## src/hw/rtl/ohlc_pkg.sv

```systemverilog
package ohlc_pkg;

    localparam int BUCKETS_DEF = 64;

    localparam int KEY_W   = 60;
    localparam int PRICE_W = 48;
    localparam int YEAR_W  = 14;
    localparam int MONTH_W = 4;
    localparam int DAY_W   = 5;
    localparam int US_W    = 37;

    // command codes
    localparam logic CMD_ORDER = 1'b0;
    localparam logic CMD_FLUSH = 1'b1;

    // config register indexes
    localparam logic [1:0] CFG_PRODUCT   = 2'd0;
    localparam logic [1:0] CFG_SIDE      = 2'd1;
    localparam logic [1:0] CFG_TIMEFRAME = 2'd2;

    // timeframe codes
    localparam logic [1:0] TF_DAY   = 2'd0;
    localparam logic [1:0] TF_MONTH = 2'd1;
    localparam logic [1:0] TF_YEAR  = 2'd2;
    localparam logic [1:0] TF_FULL  = 2'd3;

    typedef enum logic [1:0] {
        ST_IDLE,
        ST_APPLY,
        ST_FLUSH
    } state_t;

    // per-bucket payload held by one cell
    typedef struct packed {
        logic [KEY_W-1:0]   key;
        logic [KEY_W-1:0]   first_stamp;
        logic [PRICE_W-1:0] first_value;
        logic [KEY_W-1:0]   final_stamp;
        logic [PRICE_W-1:0] final_value;
        logic [PRICE_W-1:0] peak_value;
        logic [PRICE_W-1:0] trough_value;
    } cell_data_t;

    // order broadcast to every cell
    typedef struct packed {
        logic [KEY_W-1:0]   key;
        logic [KEY_W-1:0]   stamp;
        logic [PRICE_W-1:0] price;
    } order_bc_t;

    // chain-wide control
    typedef struct packed {
        logic apply;   // order update/insert this cycle
        logic hit;     // some cell holds the order's key
        logic full;    // last cell in use
        logic pop;     // shift chain toward the head (flush)
    } cell_ctl_t;

endpackage

```

## src/hw/rtl/ohlc_cell.sv

```systemverilog
module ohlc_cell
    import ohlc_pkg::*;
(
    input  logic       clk,
    input  logic       rst_n,
    input  cell_ctl_t  ctl,
    input  order_bc_t  bc,
    input  logic       prev_lt,
    input  logic       prev_used,
    input  cell_data_t prev_data,
    input  logic       next_used,
    input  cell_data_t next_data,
    output logic       used,
    output cell_data_t data,
    output logic       lt,
    output logic       eq
);

    logic       used_reg, used_next;
    cell_data_t data_reg, data_next;

    assign used = used_reg;
    assign data = data_reg;
    assign lt   = used_reg && (data_reg.key < bc.key);
    assign eq   = used_reg && (data_reg.key == bc.key);

    always_comb
    begin
        used_next = used_reg;
        data_next = data_reg;
        if (ctl.pop)
        begin
            used_next = next_used;
            data_next = next_data;
        end
        else if (ctl.apply && ctl.hit)
        begin
            if (eq)
            begin
                if (bc.stamp < data_reg.first_stamp)
                begin
                    data_next.first_stamp = bc.stamp;
                    data_next.first_value = bc.price;
                end
                // ties go to the later arrival
                if (bc.stamp >= data_reg.final_stamp)
                begin
                    data_next.final_stamp = bc.stamp;
                    data_next.final_value = bc.price;
                end
                if (bc.price > data_reg.peak_value)
                    data_next.peak_value = bc.price;
                if (bc.price < data_reg.trough_value)
                    data_next.trough_value = bc.price;
            end
        end
        else if (ctl.apply && !ctl.full)
        begin
            if (!prev_lt)
            begin
                used_next = prev_used;
                data_next = prev_data;
            end
            else if (!lt)
            begin
                used_next              = 1'b1;
                data_next.key          = bc.key;
                data_next.first_stamp  = bc.stamp;
                data_next.first_value  = bc.price;
                data_next.final_stamp  = bc.stamp;
                data_next.final_value  = bc.price;
                data_next.peak_value   = bc.price;
                data_next.trough_value = bc.price;
            end
        end
    end

    always_ff @(posedge clk or negedge rst_n)
    begin
        if (!rst_n)
            used_reg <= 1'b0;
        else
            used_reg <= used_next;
    end

    always_ff @(posedge clk)
    begin
        data_reg <= data_next;
    end

endmodule
```

## config.mk

```make
export PLATFORM = sky130hd
export DESIGN_NAME = ohlc_cell
export DESIGN_NICKNAME = d
export VERILOG_FILES = /design/src/hw/rtl/ohlc_pkg.sv /design/src/hw/rtl/ohlc_cell.sv
export SDC_FILE = /design/constraint.sdc
export NUM_CORES = 1
export LEC_CHECK = 0
export BUFFER_PORTS_ARGS = -buffer_cell sky130_fd_sc_hd__buf_2
export CORE_AREA = 2 2 500 502
export DETAILED_ROUTE_END_ITERATION = 8
export DIE_AREA = 0 0 502 504
export HOLD_SLACK_MARGIN = 0.08
export PLACE_DENSITY = 0.33
export SKIP_LAST_GASP = 1
export SLEW_MARGIN = 15
export SYNTH_ARGS = -nofsm -noshare
export SYNTH_HDL_FRONTEND = slang
export SYNTH_SLANG_ARGS = --single-unit
```

## constraint.sdc

```tcl
create_clock -name clk -period 8.55 [get_ports clk]
set_input_delay 1.2825 -clock clk [delete_from_list [all_inputs] [get_ports clk]]
set_output_delay 1.2825 -clock clk [all_outputs]
set_load 0.005 [all_outputs]
```

==> run metrics, run 1 <==
DRT Pass-1 Iters=8; most frequent cells in the layout=buf_2 (1,293), nand2_1 (430), o21ai_0 (408); status=finished clean; total die area=roughly 0.25 mm2; largest family of logic cells by synthesized area=compound AO/OA/AOI/OAI gates; ys async rst share=less than 1%; CTS clk-pin slew, worst paths=roughly 0.060 ns; mux contribution to synthesized area=roughly 2.4%; Mapped Area=around 0.025 mm2; Clock Tree Root=clkbuf_16; vias in the first global route=between 20,000 and 30,000; via/cell ratio=around 3.6; Worst Max-Slew Pin Slew=1.31 ns; drt initial violations=between 1,500 and 2,000; Initial Util=roughly a tenth; worst-path maximum fanout=3; DR WL/cell=28.7 um; # hold bufs at CTS=0; DR top layer=met5; H-tree depth=2; Synth top area share=between 40 and 50%; Slowest Stage Delay on Critical Path=around 0.61 ns; Slowest-stage cell, CP=a221oi_1; synthesized net count=around 3,900; total gr overflow=0; syn avg cell area=approximately 9.1 um2; part of the cycle the worst path needs=57.6%; yosys warns=0; top post-synthesis cells by area=edfxtp_1 (45%), ha_1 (14%), o21ai_0 (8.2%), a21oi_1 (8.2%), nand2_1 (6.5%); Post-Synthesis Cells=about 2,700; routed vias=roughly 27,000; met3 WL=roughly 22,000 um; # resized after CTS=0; Clock Path Buffers=3; Port Buffer Count=1,295; Core Footprint=around 0.25 mm2; non-filler cells, final=approximately 7,400; setup tns final=0 ns; PD cells=between 150 and 200 mW/mm2; met2 WL=just under 100,000 um; Crit path max-delay family=compound AO/OA/AOI/OAI gates; Seq/Total Area, Yosys=between 40% and 50%; DRC viols=0; sequential fraction of design power=between 30% and 40%; layout cells sized above 1=between 30% and 40%; Sink Count=approximately 370; largest net degree at the start of global routing=around 170; Combinational Power Share=about a quarter; CTS tree=yes; WL met1=approximately 87,000 um; final clock skew=approximately 0.07 ns; final hold vios=0; number of CTS-inserted buffers=just under 60; biggest area consumer among synthesized cells=edfxtp_1; Synth Area in Compound Gates=about 20%; row count=between 150 and 200; Post-Synth Simple-Gate Area=between 10% and 20%; Worst Path Arrival=3.64 ns; Skew-Pair Late Insertion Delay=about 0.73 ns; final WL=approximately 210,000 um; CP dominant cell by count=buf_2; Post-synth EDFFs=between 300 and 400; fin crit period=4.93 ns; max reg flops=372; RSZ-0062 raised after global routing=false; Crit Path Class=primary input to output port; first-pass GRT wire length=between 200,000 and 300,000 um; Post-Synth XOR/XNOR Area=0%; net load switching power=approximately 0.0023 W; CP Capture Type=output port; commonest non-fill, non-tap cell in the layout=buf_2; Final #Nets=between 5,000 and 6,000; synthesized-area fraction occupied by adder cells=around 14%; setup violators final=0; max_cap viols=0; initial antenna violation count=slightly above 200; P_int=roughly 0.0043 W; critical path launch point type=primary input; dpl hpwl=between 150,000 and 200,000 um; max_slew headroom=around 12%; postcts setup bufs=0; Yosys reg bits=roughly 370; top-level I/O count=roughly 1,300; width of the die=about 500 um; Pleak=16.8 nW; Main synth FF type=edfxtp_1; Clock power frac=between 30% and 40%; Required @ worst endpoint=between 7 and 8 ns; Chip Height=around 500 um; Post-DRT Antenna Nets=0; Switching Share=between 30% and 40%; GRT Util Overall=between 15 and 20%; CP Buf/Inv Count=3; crit-path cells=buf_2, inv_1, ha_1, and4_1, a221oi_1, o22ai_1, nor2_1, nor3b_1, buf_2; P&R area growth vs syn=50.6%; Final Max Slew Viols=0; gpl congestion=about 0.9; min-delay worst type=primary input to async pin; Fmax=about 200 MHz; placed cells=~7,300; post-synth cell types=61; VDD IR-drop max=0.000168 V
==> metrics by stage <==
step	hold slack, ns	util [%]	total power (W)	setup WS, ns	instance area, um2
6_report	0.347	15.1	0.00655	3.62	37500
5_1_grt	0.280	15.1	0.00691	3.45	37400
4_1_cts	0.232	15.1	0.00673	3.46	37300
3_5_place_dp	0.724	14.3	0.00415	2.71	35500
3_3_place_gp	0.683	14.3	0.00415	2.71	35500
2_1_floorplan	0.610	-	0.00307	0.610	24900
==> per-layer routing <==
| layer | up-vias | track usage (%) |
|---|---|---|
| met4 | 118 | 4.07 |
| li1 | 12373 | - |
| met2 | 1357 | 26.7 |
| met3 | 359 | 6.20 |
| met1 | 12906 | 19.6 |
| met5 | - | 0 |
==> cell type report <==
type                            count  area [um2]
Fill cell                       28479      210000
Multi-Input combinational cell   1936       12100
Sequential cell                   373       11200
Timing Repair Buffer             1344        6940
Tap cell                         3330        4170
Clock buffer                       71        1520
Inverter                          280        1050
Clock inverter                     37         333
Antenna cell                       67         168
==> cell usage after synthesis (2+ instances only) <==
master / instances
a211o_1: 2
a211oi_1: 11
a21boi_0: 2
a21o_1: 40
a21oi_1: 407
a221o_1: 2
a221oi_1: 5
a31oi_1: 3
a41oi_1: 2
and4_1: 6
buf_1: 5
buf_2: 36
clkbuf_1: 94
edfxtp_1: 372
ha_1: 274
inv_1: 280
mux2i_1: 60
nand2_1: 430
nand2b_1: 4
nand3_1: 19
nand4_1: 46
nor2_1: 31
nor2b_1: 114
nor3_1: 13
nor3_2: 2
nor3b_1: 3
nor4_1: 7
o211ai_1: 7
o21a_1: 2
o21ai_0: 409
o21ai_1: 3
o21bai_1: 2
o22ai_1: 2
or2_2: 2
or3_1: 2
==> worst paths after layout <==
kind,slack [ns],from,cells past startpoint,endpoint
setup / recovery,3.62,bc[126],9,lt
hold / removal,0.35,rst_n,1,used
setup reg to reg,4.07,data[259],9,data[262]
hold reg to reg,0.72,used,2,used
max in group asynchronous,8.12,rst_n,1,used
min in group clk,0.72,used,2,used
==> cells by family (layout without fill, tap and decap cells) <==
family	Yosys count	after routing
AND/OR/NAND/NOR	689	689
buffers and inverters	416	1732
AO/OA/AOI/OAI	913	913
adder cells (fa/ha/maj)	274	274
multiplexers	60	60
other	0	67
flip-flops	373	373
==> power by group through the flow <==
stage	Sequential [W]	Clock, W	Combinational (W)
after floorplan	0.00242	0	0.000652
after global placement	0.00245	0	0.00170
after detailed placement	0.00245	0	0.00170
after CTS	0.00242	0.00261	0.00171
after global routing	0.00243	0.00264	0.00184
final	0.00241	0.00248	0.00167
(Power assumes the default switching activity.)
==> run 2, diff against run 1 <==
Clock period 8.55 ns to 4.55 ns, I/O delays scaled along.
==> run 2 against run 1 <==
Final area increased by 1.2%. Critical path type is now register to register. Via count increased by 0.17%. Sequential share of layout area decreased by 0.35 points. Critical endpoint is now data[204]. Routed wire length decreased by 4.3%. Die area unchanged. Setup slack got worse by 3.3 ns. Combinational power increased by 90%. Worst hold slack got worse by 0.10 ns. Power increased by 87%.
==> run metrics, run 2 (synthesis gave the netlist of run 1 again) <==
Final Max Slew Viols=0; vias in the first global route=approximately 27,000; final hold vios=0; P&R area growth vs syn=52.4%; Switching Share=between 30% and 40%; Combinational Power Share=a little over a quarter; crit path setup slack, layout=0.341 ns; via/cell ratio=3.63; Post-Place Worst Slack=-0.204 ns; VDD IR-drop max=between 0.0002 and 0.0003 V; part of the cycle the worst path needs=just over 90%; setup tns final=0 ns; Core Footprint=about 0.25 mm2; first-pass GRT wire length=between 200,000 and 300,000 um; Fmax=238 MHz; Slowest Stage Delay on Critical Path=0.77 ns; dpl hpwl=177,000 um; initial antenna violation count=around 150; Post-DRT Antenna Nets=0; DRT Pass-1 Iters=5; CTS tree=yes; Clock Path Buffers=3; Worst Max-Slew Pin Slew=~1.3 ns; total gr overflow=0; commonest non-fill, non-tap cell in the layout=buf_2; WHS Endpoint=data[208]; Crit Path Class=register to register; top-level I/O count=between 1,000 and 1,500; number of CTS-inserted buffers=57; P_int=slightly below 0.008 W; Slowest-stage cell, CP=nor3_4; hold path cells=3; Sink Count=between 300 and 400; total die area=~0.25 mm2; crit-path cells=ha_1, nand4_1, nor4bb_1, buf_4, and3_1, o41a_1, o41a_4, a31oi_4, buf_12, nor3_4, buf_4; final clock skew=0.0342 ns; layout cells sized above 1=36.8%; Chip Height=approximately 500 um; drt initial violations=between 1,500 and 2,000; critical path launch point type=register; Port Buffer Count=roughly 1,300; largest net degree at the start of global routing=about 180; Crit path max-delay family=simple AND/OR/NAND/NOR gates; Pleak=~17 nW; fin crit period=4.21 ns; net load switching power=~0.0043 W; internal reg-to-reg setup slack=about 0.34 ns; min-delay worst type=primary input to register; GRT Util Overall=between 10% and 20%; non-filler cells, final=roughly 7,500; status=finished clean; worst-path maximum fanout=31; max_cap viols=0; routed vias=27,159; gpl congestion=0.959; Critical R2R Capture=data[204]; final WL=between 200,000 and 250,000 um; # resized after CTS=0; CP dominant cell by count=buf_4; DR WL/cell=roughly 27 um; Worst Min Path Start=next_data[208]; H-tree depth=2; most frequent cells in the layout=buf_2 (1,293), nand2_1 (430), o21ai_0 (409); final core utilization=between 15 and 20%; row count=~180; max reg flops=about 370; CP Capture Type=register; Clock power frac=36.8%; Required @ worst endpoint=around 4.9 ns; Clock Tree Root=clkbuf_16; postcts setup bufs=0; sequential fraction of design power=between 30% and 40%; max_slew headroom=12.3%; PD cells=322 mW/mm2; Worst Path Arrival=around 4.5 ns; RSZ-0062 raised after global routing=false; CTS clk-pin slew, worst paths=~0.06 ns; DRC viols=0; CP Buf/Inv Count=3; fill cell total of the finished layout=around 29,000; Initial Util=about a tenth; placed cells=between 7,000 and 8,000; Final #Nets=5,240; worst reg2reg path startpoint=data[338]; width of the die=502 um; r2r worst-path depth=11; setup violators final=0; Skew-Pair Late Insertion Delay=0.72 ns
-- run 2: cell count changes in the layout (fill, tap and decap cells not counted), sizes merged --
| cell | previous run | this run |
|---|---|---|
| clkinvlp | 3 | 4 |
| diode | 67 | 56 |
| clkinv | 27 | 32 |
| dlygate4sd3 | 0 | 1 |
| clkbuf | 71 | 64 |
| bufinv | 4 | 3 |
| buf | 1344 | 1396 |
| inv | 283 | 282 |
-- run 2: worst max path at each step --
| stage | start | endpoint | slack [ns] | depth (start not counted) |
|---|---|---|---|---|
| 2_1_floorplan | bc[162] | data[100] | -1.02 | 9 |
| 3_3_place_gp | bc[162] | data[306] | -0.18 | 13 |
| 3_5_place_dp | bc[162] | data[306] | -0.20 | 13 |
| 4_1_cts | data[366] | data[302] | 0.16 | 11 |
| 5_1_grt | data[366] | data[204] | 0.05 | 11 |
| 6_report | data[338] | data[204] | 0.34 | 11 |
-- run 2: power groups by stage --
stage / Clock (W) / Sequential [W] / Combinational [W]
final: 0.00449 / 0.00455 / 0.00318
after global routing: 0.00478 / 0.00458 / 0.00352
after CTS: 0.00471 / 0.00455 / 0.00327
after detailed placement: 0 / 0.00462 / 0.00325
after global placement: 0 / 0.00462 / 0.00325
after floorplan: 0 / 0.00453 / 0.00123
-- run 2: per-stage QoR --
stage | hold slack (ns) | instance area [um2] | power, W
2_1_floorplan | 0.387 | 25000 | 0.00577
3_3_place_gp | 0.462 | 36000 | 0.00787
3_5_place_dp | 0.461 | 36000 | 0.00787
4_1_cts | 0.157 | 37800 | 0.0125
5_1_grt | 0.201 | 37800 | 0.0129
6_report | 0.243 | 37900 | 0.0122
-- run 2: repair_timing --
action                                  CTS  global route
hold buffers                              1             0
endpoints found under the setup margin    0             0
hold endpoints to repair                  1             0
-- run 2: cell type report --
class	count	area, um2	area share, %
Antenna cell	56	140	0.369
Clock buffer	64	1450	3.83
Clock inverter	41	328	0.864
Inverter	280	1070	2.81
Multi-Input combinational cell	1936	12200	32.1
Sequential cell	373	11200	29.5
Tap cell	3330	4170	11.0
Timing Repair Buffer	1397	7400	19.5
-- run 2: metal layers --
layer	GRT usage, %	routed length, um
met2	25.6	93600
met3	5.07	19300
met5	0	563
met1	19.2	85800
met4	3.57	5120
-- run 2: worst min-delay path, stage by stage --
cell	delay [ns]
buf_2	0.07
nand2_1	0.04
o21ai_0	0.06
